$ cat config.mk
export PLATFORM = sky130hd
export DESIGN_NAME = double_buffer_dirty_tile_queue
export DESIGN_NICKNAME = d
export VERILOG_FILES = /design/src/sv/dbdtq_pkg.sv /design/src/sv/dbdtq_ctrl.sv /design/src/sv/dbdtq_dp.sv /design/src/sv/double_buffer_dirty_tile_queue.sv
export SDC_FILE = /design/constraint.sdc
export NUM_CORES = 1
export LEC_CHECK = 0
export BUFFER_PORTS_ARGS = -buffer_cell sky130_fd_sc_hd__buf_4
export CAP_MARGIN = 5
export CORE_MARGIN = 4
export CORE_UTILIZATION = 59
export CTS_BUF_LIST = sky130_fd_sc_hd__clkbuf_8
export DETAILED_ROUTE_END_ITERATION = 6
export MAX_ROUTING_LAYER = met4
export PLACE_DENSITY = 0.78
export SLEW_MARGIN = 0
export SYNTH_ARGS = -nofsm -noshare
export SYNTH_HDL_FRONTEND = slang
export SYNTH_SLANG_ARGS = --single-unit
$ cat constraint.sdc
create_clock -name clk -period 4.1 [get_ports clk]
set_input_delay 0.82 -clock clk [delete_from_list [all_inputs] [get_ports clk]]
set_output_delay 0.82 -clock clk [all_outputs]
set_load 0.005 [all_outputs]
$ cat src/sv/dbdtq_pkg.sv
`timescale 1ns / 1ps
// ----------------------------------------------------------------------------
// dbdtq_pkg
// Shared types and constants for the double-buffered dirty tile queue.
// ----------------------------------------------------------------------------
package dbdtq_pkg;

  // Default list capacity
  localparam int LIST_DEPTH_DEF = 32;

  // Input mode codes
  localparam logic MODE_ENQ   = 1'b0;
  localparam logic MODE_DRAIN = 1'b1;

  // Result status codes
  typedef enum logic [2:0] {
    ST_ADDED   = 3'd0,
    ST_MERGED  = 3'd1,
    ST_DROPPED = 3'd2,
    ST_DRAINED = 3'd3,
    ST_NONE    = 3'd4
  } status_t;

  // One list entry
  typedef struct packed {
    logic [7:0] row;
    logic [7:0] col;
    logic       p0;
    logic       p1;
  } entry_t;

  // Controller to datapath commands
  typedef struct packed {
    logic load;        // capture input transaction, restart scan
    logic rd;          // read entry at scan index
    logic enq_merge;   // rewrite matching entry, report merged
    logic enq_next;    // no match at this entry, advance
    logic enq_finish;  // append or drop, report
    logic drn_step;    // process one entry of a drain
    logic drn_finish;  // report last drained tile or nothing pending
  } cmd_t;

  // Datapath to controller status
  typedef struct packed {
    logic out_free;    // output register can take a result this cycle
    logic match;       // entry read matches requested tile
    logic hit_busy;    // drain hit while an earlier tile is still held
    logic last_idx;    // scan index is at the last listed entry
    logic count_zero;  // list is empty
    logic req_mode;    // mode of the current transaction
  } stat_t;

endpackage

$ cat src/sv/dbdtq_ctrl.sv
`timescale 1ns / 1ps
// ----------------------------------------------------------------------------
// dbdtq_ctrl
// Sequencer for the dirty tile queue: walks the list one entry at a time.
// ----------------------------------------------------------------------------
module dbdtq_ctrl
  import dbdtq_pkg::*;
(
  input  logic  clk,
  input  logic  rst,
  input  logic  in_valid,
  output logic  in_ready,
  input  stat_t stat,
  output cmd_t  cmd
);

  typedef enum logic [1:0] {
    S_IDLE,
    S_READ,
    S_CHECK,
    S_FINISH
  } state_t;

  state_t state;
  state_t state_next;

  assign in_ready = (state == S_IDLE);

  // Next state and command decode
  always_comb begin
    state_next = state;
    cmd        = '0;
    unique case (state)
      S_IDLE: begin
        if (in_valid) begin
          cmd.load   = 1'b1;
          state_next = stat.count_zero ? S_FINISH : S_READ;
        end
      end
      S_READ: begin
        cmd.rd     = 1'b1;
        state_next = S_CHECK;
      end
      S_CHECK: begin
        if (stat.req_mode == MODE_ENQ) begin
          if (stat.match) begin
            if (stat.out_free) begin
              cmd.enq_merge = 1'b1;
              state_next    = S_IDLE;
            end
          end else begin
            cmd.enq_next = 1'b1;
            state_next   = stat.last_idx ? S_FINISH : S_READ;
          end
        end else begin
          // a second hit must wait until the held tile can be sent
          if (!stat.hit_busy || stat.out_free) begin
            cmd.drn_step = 1'b1;
            state_next   = stat.last_idx ? S_FINISH : S_READ;
          end
        end
      end
      S_FINISH: begin
        if (stat.out_free) begin
          if (stat.req_mode == MODE_ENQ) begin
            cmd.enq_finish = 1'b1;
          end else begin
            cmd.drn_finish = 1'b1;
          end
          state_next = S_IDLE;
        end
      end
      default: state_next = S_IDLE;
    endcase
  end

  // State register
  always_ff @(posedge clk) begin
    if (rst) begin
      state <= S_IDLE;
    end else begin
      state <= state_next;
    end
  end

endmodule

$ cat src/sv/dbdtq_dp.sv
`timescale 1ns / 1ps
// ----------------------------------------------------------------------------
// dbdtq_dp
// Datapath: entry memory, scan counters, held drain tile and output register.
// ----------------------------------------------------------------------------
module dbdtq_dp
  import dbdtq_pkg::*;
#(
  parameter int LIST_DEPTH = LIST_DEPTH_DEF
) (
  input  logic       clk,
  input  logic       rst,
  input  cmd_t       cmd,
  output stat_t      stat,
  input  logic       mode,
  input  logic [7:0] tile_row,
  input  logic [7:0] tile_col,
  input  logic       buffer_sel,
  output logic       out_valid,
  input  logic       out_ready,
  output logic [7:0] out_row,
  output logic [7:0] out_col,
  output logic [2:0] status,
  output logic       last_flag
);

  localparam int ADDR_W = $clog2(LIST_DEPTH);
  localparam int CNT_W  = $clog2(LIST_DEPTH + 1);

  // Entry memory
  entry_t mem [LIST_DEPTH];
  entry_t rdata;

  // Scan and list state
  logic [CNT_W-1:0]  count;
  logic [CNT_W-1:0]  kept;
  logic [ADDR_W-1:0] idx;

  // Captured transaction
  logic       req_mode;
  logic [7:0] req_row;
  logic [7:0] req_col;
  logic       req_buf;

  // Drain tile waiting to learn whether it is the last
  logic       held_valid;
  logic [7:0] held_row;
  logic [7:0] held_col;

  logic full;
  logic hit;
  logic np0;
  logic np1;
  logic keep;

  logic              we;
  logic [ADDR_W-1:0] waddr;
  entry_t            wdata;

  logic       emit;
  logic [7:0] e_row;
  logic [7:0] e_col;
  status_t    e_st;
  logic       e_last;

  assign full = (count == CNT_W'(LIST_DEPTH));
  assign hit  = req_buf ? rdata.p1 : rdata.p0;
  assign np0  = rdata.p0 & ~(hit & ~req_buf);
  assign np1  = rdata.p1 & ~(hit & req_buf);
  assign keep = np0 | np1;

  // Status to controller
  always_comb begin
    stat.out_free   = ~out_valid | out_ready;
    stat.match      = (rdata.row == req_row) && (rdata.col == req_col);
    stat.hit_busy   = hit & held_valid;
    stat.last_idx   = ((CNT_W'(idx) + CNT_W'(1)) == count);
    stat.count_zero = (count == '0);
    stat.req_mode   = req_mode;
  end

  // Memory write select
  always_comb begin
    we    = 1'b0;
    waddr = idx;
    wdata = '{row: req_row, col: req_col, p0: 1'b1, p1: 1'b1};
    priority if (cmd.enq_merge) begin
      we = 1'b1;
    end else if (cmd.enq_finish && !full) begin
      we    = 1'b1;
      waddr = count[ADDR_W-1:0];
    end else if (cmd.drn_step && keep) begin
      we    = 1'b1;
      waddr = kept[ADDR_W-1:0];
      wdata = '{row: rdata.row, col: rdata.col, p0: np0, p1: np1};
    end else begin
      we = 1'b0;
    end
  end

  // Memory port
  always_ff @(posedge clk) begin
    if (we) begin
      mem[waddr] <= wdata;
    end
    if (cmd.rd) begin
      rdata <= mem[idx];
    end
  end

  // Result select
  always_comb begin
    emit   = 1'b0;
    e_row  = req_row;
    e_col  = req_col;
    e_st   = ST_ADDED;
    e_last = 1'b1;
    priority if (cmd.enq_merge) begin
      emit = 1'b1;
      e_st = ST_MERGED;
    end else if (cmd.enq_finish) begin
      emit = 1'b1;
      e_st = full ? ST_DROPPED : ST_ADDED;
    end else if (cmd.drn_step && hit && held_valid) begin
      emit   = 1'b1;
      e_row  = held_row;
      e_col  = held_col;
      e_st   = ST_DRAINED;
      e_last = 1'b0;
    end else if (cmd.drn_finish) begin
      emit = 1'b1;
      if (held_valid) begin
        e_row = held_row;
        e_col = held_col;
        e_st  = ST_DRAINED;
      end else begin
        e_row = 8'd0;
        e_col = 8'd0;
        e_st  = ST_NONE;
      end
    end else begin
      emit = 1'b0;
    end
  end

  // Control registers
  always_ff @(posedge clk) begin
    if (rst) begin
      count      <= '0;
      held_valid <= 1'b0;
      out_valid  <= 1'b0;
    end else begin
      if (emit) begin
        out_valid <= 1'b1;
      end else if (out_valid && out_ready) begin
        out_valid <= 1'b0;
      end
      if (cmd.load) begin
        held_valid <= 1'b0;
      end
      if (cmd.drn_step && hit) begin
        held_valid <= 1'b1;
      end
      if (cmd.enq_finish && !full) begin
        count <= count + CNT_W'(1);
      end
      if (cmd.drn_finish) begin
        count <= kept;
      end
    end
  end

  // Payload registers
  always_ff @(posedge clk) begin
    if (cmd.load) begin
      req_mode <= mode;
      req_row  <= tile_row;
      req_col  <= tile_col;
      req_buf  <= buffer_sel;
      idx      <= '0;
      kept     <= '0;
    end
    if (cmd.enq_next || cmd.drn_step) begin
      idx <= idx + ADDR_W'(1);
    end
    if (cmd.drn_step && keep) begin
      kept <= kept + CNT_W'(1);
    end
    if (cmd.drn_step && hit) begin
      held_row <= rdata.row;
      held_col <= rdata.col;
    end
    if (emit) begin
      out_row   <= e_row;
      out_col   <= e_col;
      status    <= e_st;
      last_flag <= e_last;
    end
  end

endmodule

$ cat src/sv/double_buffer_dirty_tile_queue.sv
`timescale 1ns / 1ps
// Operation: each listed entry is read into a register and then checked; an enqueue
//   stops at the first matching entry, a drain walks the list, and a finish step
//   follows unless an enqueue merges. One item is taken at a time: a new input is
//   accepted only when idle, and a result stalled at the output holds the flow.
// Reset: synchronous; empties the list and clears control and output valid.
//   The entry memory is not cleared; only entries below the count are read.
// ----------------------------------------------------------------------------
// double_buffer_dirty_tile_queue
// Deduplicated dirty tile list with one pending mark per frame buffer.
// ----------------------------------------------------------------------------
module double_buffer_dirty_tile_queue
  import dbdtq_pkg::*;
#(
  parameter int LIST_DEPTH = LIST_DEPTH_DEF
) (
  input  logic       clk,
  input  logic       rst,
  input  logic       in_valid,
  output logic       in_ready,
  input  logic       mode,
  input  logic [7:0] tile_row,
  input  logic [7:0] tile_col,
  input  logic       buffer_sel,
  output logic       out_valid,
  input  logic       out_ready,
  output logic [7:0] out_row,
  output logic [7:0] out_col,
  output logic [2:0] status,
  output logic       last_flag
);

  cmd_t  cmd;
  stat_t stat;

  // Sequencer
  dbdtq_ctrl u_ctrl (
    .clk      (clk),
    .rst      (rst),
    .in_valid (in_valid),
    .in_ready (in_ready),
    .stat     (stat),
    .cmd      (cmd)
  );

  // Datapath
  dbdtq_dp #(
    .LIST_DEPTH (LIST_DEPTH)
  ) u_dp (
    .clk        (clk),
    .rst        (rst),
    .cmd        (cmd),
    .stat       (stat),
    .mode       (mode),
    .tile_row   (tile_row),
    .tile_col   (tile_col),
    .buffer_sel (buffer_sel),
    .out_valid  (out_valid),
    .out_ready  (out_ready),
    .out_row    (out_row),
    .out_col    (out_col),
    .status     (status),
    .last_flag  (last_flag)
  );

endmodule

==> results_dict.tcl <==
set metrics [dict create \
    r2r_end "u_dp.mem[22][5]$_DFFE_PP_" \
    routed_wl_mm 60.0 \
    stdcell_area_um2 30100 \
    max_slew_margin 0.132 \
    slew_viol_final 0 \
    multi_input_area_um2 6440 \
    synth_area_um2 26600 \
    required_ns 4.48 \
    timing.rr.start "u_dp.count[1]$_SDFFE_PP0P_" \
    io_pins 44 \
    finalPower_mw 14.7 \
    routed_via_density 6.43 \
    vdd_drop_max_mv 0.247 \
    ys_top_cells_by_area "edfxtp_1 (75%), mux4_2 (7.6%), mux2i_1 (4.1%), o221ai_1 (1.8%), nand2_1 (1.4%)" \
    finalHoldViolations 0 \
    drc 0 \
    grt_max_degree 87 \
    clock-sinks 669 \
    die_w_um 220 \
    crit_start "u_dp.count[1]$_SDFFE_PP0P_" \
    grt-ovfl-total 0 \
    io_buffers 43 \
    drtPass1Iterations 5 \
    cts_resized 0 \
    synth_cell_type_count 61 \
    max_freq_mhz 259 \
    hpwl_mm 38.3 \
    powerDensity_nw_per_um2 489 \
    worst_pin_slew_ns 1.30 \
    cts_root_buf "clkbuf_8" \
    antenna_found_initial 2 \
    cts_setup_buffers 0 \
    status "finished clean" \
    setup.worst_path.class "flip-flop to flip-flop" \
    grt_util_all_layers 0.262 \
    fillers 2797 \
    drt_iter0_drc 1905 \
    synth_edf_count 659 \
    drtAntennaViolNets 0 \
    clockBufferDepth 3 \
    synth_area_leader_cell "edfxtp_1" \
    cts_max_level 3 \
    start_util 0.599 \
    setup_violations 0 \
    nNetsFinal 1626 \
    ff_latch_area_um2 20000 \
    clk_pin_slew_ns 0.07 \
    dieHeight_um 220 \
    rrSetupSlack_ns 0.24 \
    routabilityCongestion 0.901 \
    synth_top_cell_area_share 0.745 \
    cp-start-kind "flip-flop" \
    syn_inst 1452 \
    rows 77 \
    seq_area_frac_synth 0.753 \
    ff2ff_path_depth 8 \
    cts_made_buffers 99 \
    vias 14600 \
    place_ws_ns 0.333 \
    maxCapViolations 0 \
    fin_ws_ns 0.245 \
    first_global_vias 14300 \
    clk_latency_ns 0.67 \
    endpoint "u_dp.mem[22][5]$_DFFE_PP_" \
    finalClockSkew_ns 0.0366 \
    hold_path.class "primary input to flip-flop" \
    cts_tree "yes" \
    async_flop_share 0 \
    synthFlopType "edfxtp_1" \
    crit_arrival_ns 4.23 \
    syn_avg_cell_area_um2 18.3 \
    post_drt_wl_per_cell_um 26.4 \
    drive_gt1_frac 0.236 \
    cts.hold.buffers_added 0 \
    layout_worst_path_cycle_share 0.940 \
    rsz0062_at_grt "no" \
    fp.coreArea_um2 44300 \
    die_area_um2 48500 \
    grt_pass1_wl_mm 89.9 \
    syn_nets 1478 \
    worst-path-max-fanout 18 \
    end_kind "flip-flop" \
    synthToLayoutAreaGrowth_pct 13.2 \
    p_leak_nw 9.96 \
    synth_seq_cells 669 \
    min_period_ns 3.86 \
    dpl_cell_area_um2 28300 \
    synth_warnings 0 \
]
-- cells in the mapped netlist, types with 4 or more instances --
master and count:
edfxtp_1 659, mux2i_1 108, nand2_1 100, mux4_2 90, o221ai_1 54, clkbuf_1 51
a21oi_1 41, o21ai_0 41, o22ai_1 37, nor4_1 30, buf_2 28, nor2_1 28
xnor2_1 22, nor3_1 21, a21o_1 18, inv_1 11, nand3_1 11, dfxtp_1 10
a211oi_1 7, a31oi_1 5, nor2b_1 5, a22oi_1 4, buf_4 4, ha_1 4
nand2b_1 4, nand3b_1 4, nand4_1 4, xor2_1 4
-- critical path, cell delays in order, from the launching register on --
cell and delay (ns):
dfxtp_1 0.45, inv_1 0.10, ha_1 0.20, nor4b_4 0.15, a2111oi_2 1.00, nor3_1 0.17
o22ai_1 1.04, nor4_2 0.14, buf_4 0.29
-- state kept, by name (all words and copies together), names as in the netlist, 3 cells and up --
signal and count:
u_dp.out_row 8, u_dp.kept 6, u_dp.idx 5, u_dp.mem 576, u_dp.out_col 8, u_dp.req_col 8, u_dp.req_row 8, u_dp.count 6
u_dp.status 3, u_dp.rdata 18, u_dp.held_col 8, u_dp.held_row 8
-- area by class of cell --
type | instances | share of cell area
Antenna cell | 3 | 0.000250
Clock buffer | 102 | 0.0467
Clock inverter | 75 | 0.0122
Inverter | 11 | 0.00137
Multi-Input combinational cell | 686 | 0.214
Sequential cell | 669 | 0.665
Tap cell | 592 | 0.0246
Timing Repair Buffer | 133 | 0.0353
-- stage by stage --
step           hold WS [ns]  TNS [ns]  std cells   util
2_1_floorplan         0.471    -86.27       1452      -
3_3_place_gp          0.482         0       2091  0.638
3_5_place_dp          0.487         0       2091  0.638
4_1_cts               0.283         0       2268  0.678
5_1_grt               0.299         0       2270  0.678
6_report              0.351         0       2271  0.678
-- per-layer routing --
layer	wire, µm	up-vias	share of wire	track usage
met5	0	-	0	-
met4	2300	0	0.038	0.113
met3	5610	81	0.094	0.0482
met2	27600	864	0.46	0.371
met1	24500	7400	0.41	0.380
li1	-	6258	-	-
-- layout by cell type, fill, tap and decap left out, drive strengths merged, types with 28 or more instances in the layout --
cell / n
mux2i: 109
edfxtp: 659
o22ai: 38
nand2: 101
nor2: 28
clkbuf: 102
clkinv: 33
mux4: 90
o21ai: 41
buf: 133
o221ai: 57
a21oi: 41
inv: 47
nor4: 33
-- how the worst min path moves through the flow --
stage	depth (start not counted)	slack, ns	end	start
floorplan	0	0.47	u_dp.held_row[6]$_DFFE_PN_	u_dp.rdata[16]$_DFFE_PP_
CTS	1	0.28	u_dp.req_col[1]$_DFFE_PP_	tile_col[1]
global route	1	0.30	u_dp.req_col[1]$_DFFE_PP_	tile_col[1]
detailed placement	0	0.49	u_dp.held_row[7]$_DFFE_PN_	u_dp.rdata[17]$_DFFE_PP_
global placement	0	0.48	u_dp.held_col[0]$_DFFE_PN_	u_dp.rdata[2]$_DFFE_PP_
finish	1	0.35	u_dp.req_col[6]$_DFFE_PP_	tile_col[6]
-- cells by family (layout without fill, tap and decap cells) --
logic type | Yosys count | in the layout | share of synthesized area
XOR/XNOR | 27 | 27 | 0.00942
flip-flops | 669 | 669 | 0.753
adder cells (fa/ha/maj) | 4 | 4 | 0.00188
other | 0 | 3 | 0
AND/OR/NAND/NOR | 226 | 226 | 0.0420
AO/OA/AOI/OAI | 229 | 229 | 0.0604
multiplexers | 200 | 200 | 0.118
buffers and inverters | 97 | 321 | 0.0156
-- power by group --
group          switching (mW)  total, mW  internal [mW]  leakage, nW
Clock                    2.39       4.81           2.43         1.02
Sequential             0.0784       7.82           7.74         6.12
Combinational            1.36       2.08          0.718         2.82
No activity file was read; power rests on OpenSTA's default activity.
